<file path="src/sv/wpa_pkg.sv">
package wpa_pkg;

  localparam int MAX_LEN_DEF  = 128;
  localparam int MAX_TAPS_DEF = 8;
  localparam int SAMPLE_W_DEF = 16;

  localparam int COEF_W      = 35;
  localparam int COEFF_IDX_W = 6;
  localparam int CFG_IDX_W   = 3;
  localparam int CFG_DATA_W  = 64;
  localparam int LEN_W       = 8;
  localparam int TAPCNT_W    = 4;
  localparam int TAP_W       = 16;
  localparam int TAP_SEL_W   = 3;

  // Configuration register indexes.
  localparam logic [CFG_IDX_W-1:0] REG_LOW_FIRST   = 3'd0;
  localparam logic [CFG_IDX_W-1:0] REG_LOW_SECOND  = 3'd1;
  localparam logic [CFG_IDX_W-1:0] REG_HIGH_FIRST  = 3'd2;
  localparam logic [CFG_IDX_W-1:0] REG_HIGH_SECOND = 3'd3;
  localparam logic [CFG_IDX_W-1:0] REG_TAP_COUNT   = 3'd4;
  localparam logic [CFG_IDX_W-1:0] REG_BLOCK_LEN   = 3'd5;

  localparam logic [CFG_DATA_W-1:0] LOW_FIRST_RST  = 64'd1073758208;
  localparam logic [CFG_DATA_W-1:0] HIGH_FIRST_RST = 64'd1073790976;
  localparam logic [TAPCNT_W-1:0]   TAP_COUNT_RST  = 4'd2;
  localparam logic [LEN_W-1:0]      BLOCK_LEN_RST  = 8'd8;

  // Effective configuration, with tap count and length already clamped.
  typedef struct packed {
    logic [CFG_DATA_W-1:0] low_first;
    logic [CFG_DATA_W-1:0] low_second;
    logic [CFG_DATA_W-1:0] high_first;
    logic [CFG_DATA_W-1:0] high_second;
    logic [TAPCNT_W-1:0]   taps;
    logic [LEN_W-1:0]      len;
  } cfg_t;

  // One multiply-accumulate step as issued by the sequencer.
  typedef struct packed {
    logic                   valid;
    logic                   first;
    logic                   last;
    logic                   zero;
    logic [TAP_SEL_W-1:0]   tap_sel;
    logic [COEFF_IDX_W-1:0] pair;
    logic                   last_pair;
  } mac_ctrl_t;

  function automatic logic signed [TAP_W-1:0] tap_of(input logic [CFG_DATA_W-1:0] first,
                                                     input logic [CFG_DATA_W-1:0] second,
                                                     input logic [TAP_SEL_W-1:0] sel);
    logic [CFG_DATA_W-1:0] word;
    word = sel[2] ? second : first;
    return $signed(word[TAP_W*sel[1:0] +: TAP_W]);
  endfunction

endpackage

</file>
<file path="src/sv/wpa_if.sv">
interface wpa_in_if #(
  parameter int SAMPLE_WIDTH = 16
) ();
  logic                           valid;
  logic                           ready;
  logic signed [SAMPLE_WIDTH-1:0] sample;

  modport source (output valid, output sample, input ready);
  modport sink (input valid, input sample, output ready);
endinterface

interface wpa_out_if ();
  logic               valid;
  logic               ready;
  logic signed [34:0] approx;
  logic signed [34:0] detail;
  logic [5:0]         coeff_index;
  logic               last_pair;

  modport source (output valid, output approx, output detail, output coeff_index,
                  output last_pair, input ready);
  modport sink (input valid, input approx, input detail, input coeff_index,
                input last_pair, output ready);
endinterface

interface wpa_cfg_if ();
  logic        valid;
  logic        ready;
  logic [2:0]  index;
  logic [63:0] data;

  modport source (output valid, output index, output data, input ready);
  modport sink (input valid, input index, input data, output ready);
endinterface

</file>
<file path="src/sv/wpa_cfg_regs.sv">
module wpa_cfg_regs
  import wpa_pkg::*;
#(
  parameter int MAX_LEN  = MAX_LEN_DEF,
  parameter int MAX_TAPS = MAX_TAPS_DEF
) (
  input  logic                  clk_i,
  input  logic                  rst_ni,
  input  logic                  wr_valid_i,
  input  logic [CFG_IDX_W-1:0]  wr_index_i,
  input  logic [CFG_DATA_W-1:0] wr_data_i,
  output cfg_t                  cfg_o
);

  logic [CFG_DATA_W-1:0] low_first_q, low_second_q, high_first_q, high_second_q;
  logic [TAPCNT_W-1:0]   taps_q;
  logic [LEN_W-1:0]      len_q;

  always_ff @(posedge clk_i or negedge rst_ni) begin
    if (!rst_ni) begin
      low_first_q   <= LOW_FIRST_RST;
      low_second_q  <= '0;
      high_first_q  <= HIGH_FIRST_RST;
      high_second_q <= '0;
      taps_q        <= TAP_COUNT_RST;
      len_q         <= BLOCK_LEN_RST;
    end else if (wr_valid_i) begin
      case (wr_index_i)
        REG_LOW_FIRST:   low_first_q   <= wr_data_i;
        REG_LOW_SECOND:  low_second_q  <= wr_data_i;
        REG_HIGH_FIRST:  high_first_q  <= wr_data_i;
        REG_HIGH_SECOND: high_second_q <= wr_data_i;
        REG_TAP_COUNT:   taps_q        <= wr_data_i[TAPCNT_W-1:0];
        REG_BLOCK_LEN:   len_q         <= wr_data_i[LEN_W-1:0];
        default: ;
      endcase
    end
  end

  always_comb begin
    cfg_o.low_first   = low_first_q;
    cfg_o.low_second  = low_second_q;
    cfg_o.high_first  = high_first_q;
    cfg_o.high_second = high_second_q;
    cfg_o.taps = (taps_q > TAPCNT_W'(MAX_TAPS)) ? TAPCNT_W'(MAX_TAPS) : taps_q;
    if (len_q < LEN_W'(2)) begin
      cfg_o.len = LEN_W'(2);
    end else if (len_q > LEN_W'(MAX_LEN)) begin
      cfg_o.len = LEN_W'(MAX_LEN);
    end else begin
      cfg_o.len = len_q;
    end
  end

endmodule

</file>
<file path="src/sv/wpa_sample_mem.sv">
module wpa_sample_mem
  import wpa_pkg::*;
#(
  parameter int DEPTH = MAX_LEN_DEF,
  parameter int WIDTH = SAMPLE_W_DEF,
  localparam int AW   = (DEPTH > 1) ? $clog2(DEPTH) : 1
) (
  input  logic             clk_i,
  input  logic             we_i,
  input  logic [AW-1:0]    waddr_i,
  input  logic [WIDTH-1:0] wdata_i,
  input  logic [AW-1:0]    raddr_i,
  output logic [WIDTH-1:0] rdata_o
);

  logic [WIDTH-1:0] mem_q [DEPTH];
  logic [WIDTH-1:0] rdata_q;

  always_ff @(posedge clk_i) begin
    if (we_i) begin
      mem_q[waddr_i] <= wdata_i;
    end
    rdata_q <= mem_q[raddr_i];
  end

  assign rdata_o = rdata_q;

endmodule

</file>
<file path="src/sv/wpa_dual_mac.sv">
module wpa_dual_mac
  import wpa_pkg::*;
#(
  parameter int SAMPLE_WIDTH = SAMPLE_W_DEF
) (
  input  logic                          clk_i,
  input  logic                          rst_ni,
  input  cfg_t                          cfg_i,
  input  mac_ctrl_t                     ctrl_i,
  input  logic signed [SAMPLE_WIDTH-1:0] rdata_i,
  input  logic                          out_ready_i,
  output logic                          out_valid_o,
  output logic signed [COEF_W-1:0]      approx_o,
  output logic signed [COEF_W-1:0]      detail_o,
  output logic [COEFF_IDX_W-1:0]        coeff_index_o,
  output logic                          last_pair_o
);

  localparam int PROD_W = SAMPLE_WIDTH + TAP_W;
  localparam int EXT_W  = (PROD_W > COEF_W) ? PROD_W : COEF_W;

  mac_ctrl_t ctrl1_q, ctrl2_q;

  logic signed [TAP_W-1:0]  tap_lo, tap_hi;
  logic signed [EXT_W-1:0]  prod_lo_d, prod_hi_d, prod_lo_q, prod_hi_q;
  logic signed [COEF_W-1:0] acc_lo_d, acc_hi_d, acc_lo_q, acc_hi_q;

  logic                     out_valid_q;
  logic signed [COEF_W-1:0] approx_q, detail_q;
  logic [COEFF_IDX_W-1:0]   index_q;
  logic                     last_pair_q;

  // Stage 1 lines up with the registered memory read; a zero tap count
  // still runs one step so that both sums come out as zero.
  always_comb begin
    tap_lo = ctrl1_q.zero ? '0 : tap_of(cfg_i.low_first, cfg_i.low_second, ctrl1_q.tap_sel);
    tap_hi = ctrl1_q.zero ? '0 : tap_of(cfg_i.high_first, cfg_i.high_second, ctrl1_q.tap_sel);
    prod_lo_d = rdata_i * tap_lo;
    prod_hi_d = rdata_i * tap_hi;
  end

  always_comb begin
    acc_lo_d = (ctrl2_q.first ? '0 : acc_lo_q) + $signed(prod_lo_q[COEF_W-1:0]);
    acc_hi_d = (ctrl2_q.first ? '0 : acc_hi_q) + $signed(prod_hi_q[COEF_W-1:0]);
  end

  always_ff @(posedge clk_i or negedge rst_ni) begin
    if (!rst_ni) begin
      ctrl1_q     <= '0;
      ctrl2_q     <= '0;
      out_valid_q <= 1'b0;
    end else begin
      ctrl1_q <= ctrl_i;
      ctrl2_q <= ctrl1_q;
      if (ctrl2_q.valid && ctrl2_q.last) begin
        out_valid_q <= 1'b1;
      end else if (out_ready_i) begin
        out_valid_q <= 1'b0;
      end
    end
  end

  always_ff @(posedge clk_i) begin
    prod_lo_q <= prod_lo_d;
    prod_hi_q <= prod_hi_d;
    if (ctrl2_q.valid) begin
      acc_lo_q <= acc_lo_d;
      acc_hi_q <= acc_hi_d;
    end
    if (ctrl2_q.valid && ctrl2_q.last) begin
      approx_q    <= acc_lo_d;
      detail_q    <= acc_hi_d;
      index_q     <= ctrl2_q.pair;
      last_pair_q <= ctrl2_q.last_pair;
    end
  end

  assign out_valid_o   = out_valid_q;
  assign approx_o      = approx_q;
  assign detail_o      = detail_q;
  assign coeff_index_o = index_q;
  assign last_pair_o   = last_pair_q;

endmodule

</file>
<file path="src/sv/wpa_seq.sv">
module wpa_seq
  import wpa_pkg::*;
#(
  parameter int MAX_LEN = MAX_LEN_DEF,
  localparam int AW     = (MAX_LEN > 1) ? $clog2(MAX_LEN) : 1
) (
  input  logic          clk_i,
  input  logic          rst_ni,
  input  cfg_t          cfg_i,
  input  logic          in_valid_i,
  output logic          in_ready_o,
  input  logic          out_accept_i,
  output logic          mem_we_o,
  output logic [AW-1:0] mem_waddr_o,
  output logic [AW-1:0] mem_raddr_o,
  output mac_ctrl_t     ctrl_o
);

  localparam logic [1:0] ST_LOAD = 2'd0;
  localparam logic [1:0] ST_RUN  = 2'd1;
  localparam logic [1:0] ST_WAIT = 2'd2;

  logic [1:0]           state_q, state_d;
  logic [LEN_W-1:0]     fill_q, fill_d, fill_inc;
  logic [AW-1:0]        pair_q, pair_d;
  logic [AW-1:0]        rd_idx_q, rd_idx_d;
  logic [TAP_SEL_W-1:0] tap_q, tap_d, tap_last;
  logic                 in_accept, pair_last, tap_done;

  assign in_ready_o = (state_q == ST_LOAD);
  assign in_accept  = in_valid_i && in_ready_o;
  assign fill_inc   = fill_q + LEN_W'(1);

  assign tap_last  = (cfg_i.taps == '0) ? '0 : TAP_SEL_W'(cfg_i.taps - TAPCNT_W'(1));
  assign tap_done  = (tap_q == tap_last);
  assign pair_last = (LEN_W'(pair_q) + LEN_W'(1)) == (cfg_i.len >> 1);

  assign mem_we_o    = in_accept;
  assign mem_waddr_o = fill_q[AW-1:0];
  assign mem_raddr_o = rd_idx_q;

  always_comb begin
    ctrl_o.valid     = (state_q == ST_RUN);
    ctrl_o.first     = (tap_q == '0);
    ctrl_o.last      = tap_done;
    ctrl_o.zero      = (cfg_i.taps == '0);
    ctrl_o.tap_sel   = tap_q;
    ctrl_o.pair      = COEFF_IDX_W'(pair_q);
    ctrl_o.last_pair = pair_last;
  end

  always_comb begin
    state_d  = state_q;
    fill_d   = fill_q;
    pair_d   = pair_q;
    rd_idx_d = rd_idx_q;
    tap_d    = tap_q;
    case (state_q)
      ST_LOAD: begin
        if (in_accept) begin
          if (fill_inc >= cfg_i.len) begin
            fill_d   = '0;
            pair_d   = '0;
            rd_idx_d = '0;
            tap_d    = '0;
            state_d  = ST_RUN;
          end else begin
            fill_d = fill_inc;
          end
        end
      end
      ST_RUN: begin
        // The read index walks the block circularly and may wrap more than once.
        if ((LEN_W'(rd_idx_q) + LEN_W'(1)) == cfg_i.len) begin
          rd_idx_d = '0;
        end else begin
          rd_idx_d = rd_idx_q + AW'(1);
        end
        tap_d = tap_q + TAP_SEL_W'(1);
        if (tap_done) begin
          state_d = ST_WAIT;
        end
      end
      ST_WAIT: begin
        if (out_accept_i) begin
          if (pair_last) begin
            state_d = ST_LOAD;
          end else begin
            pair_d   = pair_q + AW'(1);
            rd_idx_d = AW'((LEN_W'(pair_q) + LEN_W'(1)) << 1);
            tap_d    = '0;
            state_d  = ST_RUN;
          end
        end
      end
      default: state_d = ST_LOAD;
    endcase
  end

  always_ff @(posedge clk_i or negedge rst_ni) begin
    if (!rst_ni) begin
      state_q  <= ST_LOAD;
      fill_q   <= '0;
      pair_q   <= '0;
      rd_idx_q <= '0;
      tap_q    <= '0;
    end else begin
      state_q  <= state_d;
      fill_q   <= fill_d;
      pair_q   <= pair_d;
      rd_idx_q <= rd_idx_d;
      tap_q    <= tap_d;
    end
  end

endmodule

</file>
<file path="src/sv/wavelet_packet_analysis_step_top.sv">
// One level of a periodic two-channel wavelet analysis filter bank.
// Samples arrive on in_i, one per item, in block order. While a block is
// loading, in_i.ready is high and every sample takes one cycle. The sample
// that completes the block starts the computation, and in_i.ready stays low
// until the last coefficient pair of that block has been taken on out_o.
// Each pair is the circular correlation of the block with both tap sets,
// starting at sample 2i; out_o carries approx, detail, the pair index and a
// flag on the final pair. One dual multiply-accumulate unit does both
// filters, one tap per cycle, behind a registered sample memory read and a
// product register. When the receiver stalls, the finished pair waits in
// the output register and the next pair is not started. Configuration
// writes on cfg_i are taken in any cycle and belong between blocks. Reset
// clears the fill count and the sequencer and loads the default Haar taps,
// two taps and a block length of eight; the sample memory is not cleared.
module wavelet_packet_analysis_step_top
  import wpa_pkg::*;
#(
  parameter int MAX_LEN      = MAX_LEN_DEF,
  parameter int MAX_TAPS     = MAX_TAPS_DEF,
  parameter int SAMPLE_WIDTH = SAMPLE_W_DEF
) (
  input  logic      clk_i,
  input  logic      rst_ni,
  wpa_in_if.sink    in_i,
  wpa_out_if.source out_o,
  wpa_cfg_if.sink   cfg_i
);

  localparam int AW = (MAX_LEN > 1) ? $clog2(MAX_LEN) : 1;

  cfg_t              cfg_s;
  mac_ctrl_t         ctrl_s;
  logic              mem_we;
  logic [AW-1:0]     mem_waddr, mem_raddr;
  logic [SAMPLE_WIDTH-1:0] mem_rdata;
  logic              out_valid;

  assign cfg_i.ready = 1'b1;

  wpa_cfg_regs #(
    .MAX_LEN (MAX_LEN),
    .MAX_TAPS(MAX_TAPS)
  ) u_cfg (
    .clk_i     (clk_i),
    .rst_ni    (rst_ni),
    .wr_valid_i(cfg_i.valid),
    .wr_index_i(cfg_i.index),
    .wr_data_i (cfg_i.data),
    .cfg_o     (cfg_s)
  );

  wpa_seq #(
    .MAX_LEN(MAX_LEN)
  ) u_seq (
    .clk_i       (clk_i),
    .rst_ni      (rst_ni),
    .cfg_i       (cfg_s),
    .in_valid_i  (in_i.valid),
    .in_ready_o  (in_i.ready),
    .out_accept_i(out_valid && out_o.ready),
    .mem_we_o    (mem_we),
    .mem_waddr_o (mem_waddr),
    .mem_raddr_o (mem_raddr),
    .ctrl_o      (ctrl_s)
  );

  wpa_sample_mem #(
    .DEPTH(MAX_LEN),
    .WIDTH(SAMPLE_WIDTH)
  ) u_mem (
    .clk_i  (clk_i),
    .we_i   (mem_we),
    .waddr_i(mem_waddr),
    .wdata_i(in_i.sample),
    .raddr_i(mem_raddr),
    .rdata_o(mem_rdata)
  );

  wpa_dual_mac #(
    .SAMPLE_WIDTH(SAMPLE_WIDTH)
  ) u_mac (
    .clk_i        (clk_i),
    .rst_ni       (rst_ni),
    .cfg_i        (cfg_s),
    .ctrl_i       (ctrl_s),
    .rdata_i      ($signed(mem_rdata)),
    .out_ready_i  (out_o.ready),
    .out_valid_o  (out_valid),
    .approx_o     (out_o.approx),
    .detail_o     (out_o.detail),
    .coeff_index_o(out_o.coeff_index),
    .last_pair_o  (out_o.last_pair)
  );

  assign out_o.valid = out_valid;

`ifndef ASSERT_OFF
  // No sample is taken while a coefficient pair is still pending.
  a_no_load_while_out : assert property (@(posedge clk_i) disable iff (!rst_ni)
    out_o.valid |-> !in_i.ready)
    else $error("sample accepted while a pair is pending");

  // Pair indexes stay inside the block.
  a_index_in_block : assert property (@(posedge clk_i) disable iff (!rst_ni)
    out_o.valid |-> ((LEN_W'(out_o.coeff_index) << 1) < cfg_s.len))
    else $error("pair index beyond the block");

  // The final-pair flag marks exactly the pair at index L/2 - 1.
  a_last_pair_flag : assert property (@(posedge clk_i) disable iff (!rst_ni)
    out_o.valid |->
      (out_o.last_pair == ((LEN_W'(out_o.coeff_index) + LEN_W'(1)) == (cfg_s.len >> 1))))
    else $error("final pair flag mismatch");

  // A pair handed over without a stall never shows up twice in a row.
  a_no_repeat : assert property (@(posedge clk_i) disable iff (!rst_ni)
    (out_o.valid && out_o.ready) |=> !out_o.valid)
    else $error("pair presented again after acceptance");
`endif

endmodule
</file>
<file path="src/flat_wrapper.sv">
// flat-port wrapper written by rule: the top's interface ports become plain ports
module wavelet_packet_analysis_step_top_flat import wpa_pkg::*;
#(
  parameter int MAX_LEN      = MAX_LEN_DEF,
  parameter int MAX_TAPS     = MAX_TAPS_DEF,
  parameter int SAMPLE_WIDTH = SAMPLE_W_DEF
)
  (clk_i, rst_ni, in_i_valid, in_i_sample, in_i_ready, out_o_valid, out_o_approx, out_o_detail, out_o_coeff_index, out_o_last_pair, out_o_ready, cfg_i_valid, cfg_i_index, cfg_i_data, cfg_i_ready);
  wpa_in_if #(.SAMPLE_WIDTH(SAMPLE_WIDTH)) in_i_i ();
  wpa_out_if out_o_i ();
  wpa_cfg_if cfg_i_i ();
  input  logic clk_i;
  input  logic rst_ni;
  input wire logic [$bits(in_i_i.valid)-1:0] in_i_valid;
  input wire logic [$bits(in_i_i.sample)-1:0] in_i_sample;
  output wire logic [$bits(in_i_i.ready)-1:0] in_i_ready;
  output wire logic [$bits(out_o_i.valid)-1:0] out_o_valid;
  output wire logic [$bits(out_o_i.approx)-1:0] out_o_approx;
  output wire logic [$bits(out_o_i.detail)-1:0] out_o_detail;
  output wire logic [$bits(out_o_i.coeff_index)-1:0] out_o_coeff_index;
  output wire logic [$bits(out_o_i.last_pair)-1:0] out_o_last_pair;
  input wire logic [$bits(out_o_i.ready)-1:0] out_o_ready;
  input wire logic [$bits(cfg_i_i.valid)-1:0] cfg_i_valid;
  input wire logic [$bits(cfg_i_i.index)-1:0] cfg_i_index;
  input wire logic [$bits(cfg_i_i.data)-1:0] cfg_i_data;
  output wire logic [$bits(cfg_i_i.ready)-1:0] cfg_i_ready;
  assign in_i_i.valid = in_i_valid;
  assign in_i_i.sample = in_i_sample;
  assign in_i_ready = in_i_i.ready;
  assign out_o_valid = out_o_i.valid;
  assign out_o_approx = out_o_i.approx;
  assign out_o_detail = out_o_i.detail;
  assign out_o_coeff_index = out_o_i.coeff_index;
  assign out_o_last_pair = out_o_i.last_pair;
  assign out_o_i.ready = out_o_ready;
  assign cfg_i_i.valid = cfg_i_valid;
  assign cfg_i_i.index = cfg_i_index;
  assign cfg_i_i.data = cfg_i_data;
  assign cfg_i_ready = cfg_i_i.ready;
  wavelet_packet_analysis_step_top #(.MAX_LEN(MAX_LEN), .MAX_TAPS(MAX_TAPS), .SAMPLE_WIDTH(SAMPLE_WIDTH)) u_core (.clk_i(clk_i), .rst_ni(rst_ni), .in_i(in_i_i), .out_o(out_o_i), .cfg_i(cfg_i_i));
endmodule
</file>
<file path="config.mk">
export PLATFORM = sky130hd
export DESIGN_NAME = wavelet_packet_analysis_step_top_flat
export DESIGN_NICKNAME = d
export VERILOG_FILES = /design/src/sv/wpa_pkg.sv /design/src/sv/wpa_if.sv /design/src/sv/wpa_cfg_regs.sv /design/src/sv/wpa_sample_mem.sv /design/src/sv/wpa_dual_mac.sv /design/src/sv/wpa_seq.sv /design/src/sv/wavelet_packet_analysis_step_top.sv /design/src/flat_wrapper.sv
export SDC_FILE = /design/constraint.sdc
export NUM_CORES = 2
export LEC_CHECK = 0
export ABC_AREA = 1
export BUFFER_PORTS_ARGS = -buffer_cell sky130_fd_sc_hd__buf_2
export CAP_MARGIN = 20
export CELL_PAD_IN_SITES_DETAIL_PLACEMENT = 1
export CELL_PAD_IN_SITES_GLOBAL_PLACEMENT = 2
export CORE_MARGIN = 3
export CORE_UTILIZATION = 39
export DETAILED_ROUTE_END_ITERATION = 12
export PLACE_DENSITY = 0.87
export SYNTH_ARGS = -nofsm -noshare
export SYNTH_HDL_FRONTEND = slang
export SYNTH_SLANG_ARGS = --single-unit
</file>
<file path="constraint.sdc">
create_clock -name clk_i -period 6.77 [get_ports clk_i]
set_clock_uncertainty 0.05 [all_clocks]
set_input_delay 1.0155 -clock clk_i [delete_from_list [all_inputs] [get_ports clk_i]]
set_output_delay 1.0155 -clock clk_i [all_outputs]
set_load 0.05 [all_outputs]
</file>
==> flow_summary.yaml <==
critical_path:
  worstPathArrival_ps: 7490
  reg2reg_slack_ps: 40
  crit_top_cell: "nand2_1"
  cp_slowest_cell: "fa_2"
  start_kind: "register"
  reg2reg_depth: 30
  cp_max_fo: 8
  cp-end-kind: "register"
  slowest_delay_ps: 620
  cp.required_ps: 7530
  r2r_end: "u_core.u_mac.prod_lo_q[30]"
  rr_startpoint: "u_core.u_mac.ctrl1_q[9]"
  worstSetupPathType: "reg2reg"
die:
  initial_core_util: 0.3924
  ios: 168
  core_um2: 318600
  rows: 207
  die_area_um2: 327400
  die_x_um: 572.2
  die_h_um: 572.2
clocking:
  clockBufferDepth: 4
  cts_made_buffers: 289
  cts-root-buf: "clkbuf_16"
  clkLatencyLatePin_ps: 900
  htree_num_levels: 5
  clkTransAtPathRegs_ps: 60
  cts_tree: "built"
  clkSinkCount: 2595
  hold_buffers: 0
timing:
  finalCritPeriodShare: 0.9947
  whs_ps: 193.8
  hold_viol: 0
  rsz0062_at_grt: "yes"
  period_needed_ps: 6734
  worst_pin_slew_ps: 1164
  max-slew-margin-rel: 0.2210
  slew_violations: 0
  max_freq_mhz: 148.5
  fin_tns_setup_ps: 0
  final-setup-viol-count: 0
global_routing:
  grt-ovfl-total: 0
  use_met1: 0.3182
  met2_usage: 0.4194
  use_met3: 0.03331
  grt_pass1_vias: 97070
  antenna_found_initial: 13
  grt_usage: 0.2469
  grt_pass1_wl_um: 615300
  grt_max_degree: 197
  busiest_layer: "met2"
detailed_routing:
  via_count: 90670
  drc: 0
  drt_iter0_drc: 9041
  wl_per_cell_um: 25.93
  viasPerCell: 5.682
  drt-pass1-iter-count: 6
  totalWireLength_um: 413800
  ant_nets: 0
placed_design:
  post_dp_cell_area_um2: 133600
  port_buffers: 166
  gp_congestion: 0.8918
  dp_hpwl_um: 262900
synthesis:
  yosysSeqAreaShare: 0.6042
  synth_top_family_by_area: "compound AO/OA/AOI/OAI gates"
  ys_types: 52
  synthMuxAreaShare: 0.004964
  syn_area_per_cell_um2: 11.30
  synth_xor_area_frac: 0.01064
  syn_area_um2: 125000
  synth_flop_cell: "edfxtp_1"
  synthArstFlopShare: 0.1233
  syn_inst: 11060
  synth_fp_nets: 11930
  synth-simple-area-share: 0.1009
  synth_edf_count: 2195
  synth_seq_cells: 2595
  yosys_warnings: 0
  yosys.area_share.adder: 0.1092
  synth_compound_area_frac: 0.1172
finish:
  syn_to_final_growth_pct: 15.82
  post-route-util: 0.4545
  drive_above_1_share: 0.1298
  layout.nets: 12410
  fin_area_um2: 144800
outcome:
  status: "complete, no violations"
flow_run:
  maxCapViolCount: 0
hold_path:
  hp-class: "in2async"
cells in the final DEF, fill, tap and decap left out, types with 34 or more instances in the layout:
cell / n
xnor2_1: 51
o221ai_1: 219
o21ai_0: 1249
edfxtp_1: 2195
clkbuf_1: 52
inv_1: 1004
a21oi_1: 524
o211ai_1: 48
buf_6: 39
buf_12: 46
clkbuf_16: 303
buf_4: 565
nand3_1: 244
ha_1: 221
fa_1: 501
a211oi_1: 34
buf_2: 149
xor2_1: 95
dfrtp_1: 304
o22ai_1: 274
dfxtp_1: 80
clkinv_2: 51
nor2_1: 1470
mux2i_1: 53
nand2_1: 1324
o21ai_1: 100
nor2_2: 38
clkinv_1: 69
per-layer routing:
layer,vias to the layer above,wire length (um)
li1,39310,-
met1,46860,164400
met2,3634,202000
met3,861,28470
met4,6,18870
met5,-,41
final cells by class:
cell class | instances | area (um2)
inverters | 1051 | 4003
clock buffers | 356 | 7701
fillers | 33920 | 173800
well taps | 4180 | 5230
flip-flops and latches | 2595 | 75560
multi-input cells | 6796 | 44270
clock inverters | 161 | 1409
diodes | 7 | 17.52
repair buffers | 811 | 6598
kinds of logic after synthesis:
family                   after synthesis
adder cells (fa/ha/maj)              775
flip-flops                          2595
multiplexers                          62
other                                  1
XOR/XNOR                             151
AO/OA/AOI/OAI                       2591
buffers and inverters               1672
AND/OR/NAND/NOR                     3216
per-stage QoR:
stage	cells	setup slack, ps
3_5_place_dp	15390	-233.7
4_1_cts	15910	-14.36
2_1_floorplan	11060	428.8
5_1_grt	15950	-241.7
3_3_place_gp	15390	-169.9
6_report	15960	35.76
state kept, by name (all words and copies together) (netlist names), 10 cells and up:
register                    cells
u_core.u_mac.prod_lo_q         32
u_core.u_cfg.low_first_q       64
u_core.u_cfg.high_second_q     64
u_core.u_cfg.low_second_q      64
u_core.u_mac.ctrl2_q           10
u_core.u_mac.acc_lo_q          35
u_core.u_cfg.high_first_q      64
u_core.u_mac.prod_hi_q         32
u_core.u_mem.rdata_o           16
u_core.u_mac.approx_o          35
u_core.u_mac.acc_hi_q          35
u_core.u_mem.mem_q           2048
u_core.u_mac.detail_o          35
u_core.u_mac.ctrl1_q           14
repair_timing:
action,4_1_cts,5_1_grt
buffers inserted,3,30
resized for setup,57,331
gates cloned,0,11
pin swaps,9,65
setup endpoints to repair,32,40
cell usage after synthesis (7+ instances only):
master / count / share of area
nand4_1: 22 / 0.0011
buf_4: 21 / 0.0013
o22ai_1: 274 / 0.014
o21a_1: 9 / 0.00054
o21ai_1: 78 / 0.0031
a21oi_1: 549 / 0.022
inv_1: 1037 / 0.031
a31oi_1: 8 / 0.00040
nor2_1: 1517 / 0.046
xor2_1: 99 / 0.0069
o21bai_1: 26 / 0.0016
edfxtp_1: 2195 / 0.53
o211ai_1: 48 / 0.0029
nand3_1: 276 / 0.011
dfrtp_1: 313 / 0.063
clkinv_1: 12 / 0.00036
xnor2_1: 51 / 0.0036
o221ai_1: 241 / 0.017
dfxtp_1: 80 / 0.013
nand2_1: 1351 / 0.041
nor4_1: 15 / 0.00075
nor3_1: 18 / 0.00072
ha_1: 249 / 0.025
buf_2: 188 / 0.0075
fa_1: 526 / 0.084
clkbuf_1: 361 / 0.011
o21ai_0: 1278 / 0.051
a21o_1: 24 / 0.0014
mux2i_1: 62 / 0.0050
dfstp_2: 7 / 0.0015
a211oi_1: 35 / 0.0021
buf_1: 47 / 0.0014
a21boi_0: 10 / 0.00060
critical path, delay by kind of cell, from the launching register on:
family,cells,cell delay [ps]
and+or+nand+nor,11,1180
DFF,1,500
adders and majority gates,7,3370
AOI/OAI and AO/OA,2,340
buffers and inverters,9,1080
muxes,1,140
worst max-delay path by stage:
stage                                 start  cells past startpoint                          to
floorplan           u_core.u_mac.ctrl1_q[9]                     24  u_core.u_mac.prod_hi_q[31]
global placement    u_core.u_mac.ctrl1_q[7]                     25  u_core.u_mac.prod_lo_q[17]
detailed placement  u_core.u_mac.ctrl1_q[7]                     26  u_core.u_mac.prod_lo_q[20]
CTS                 u_core.u_mac.ctrl1_q[9]                     28  u_core.u_mac.prod_lo_q[23]
global route        u_core.u_mac.ctrl1_q[9]                     34  u_core.u_mac.prod_lo_q[30]
finish              u_core.u_mac.ctrl1_q[9]                     30  u_core.u_mac.prod_lo_q[30]
Power is not shown: default switching activity piles up to over one toggle a cycle in this logic, so the estimate is an artifact.
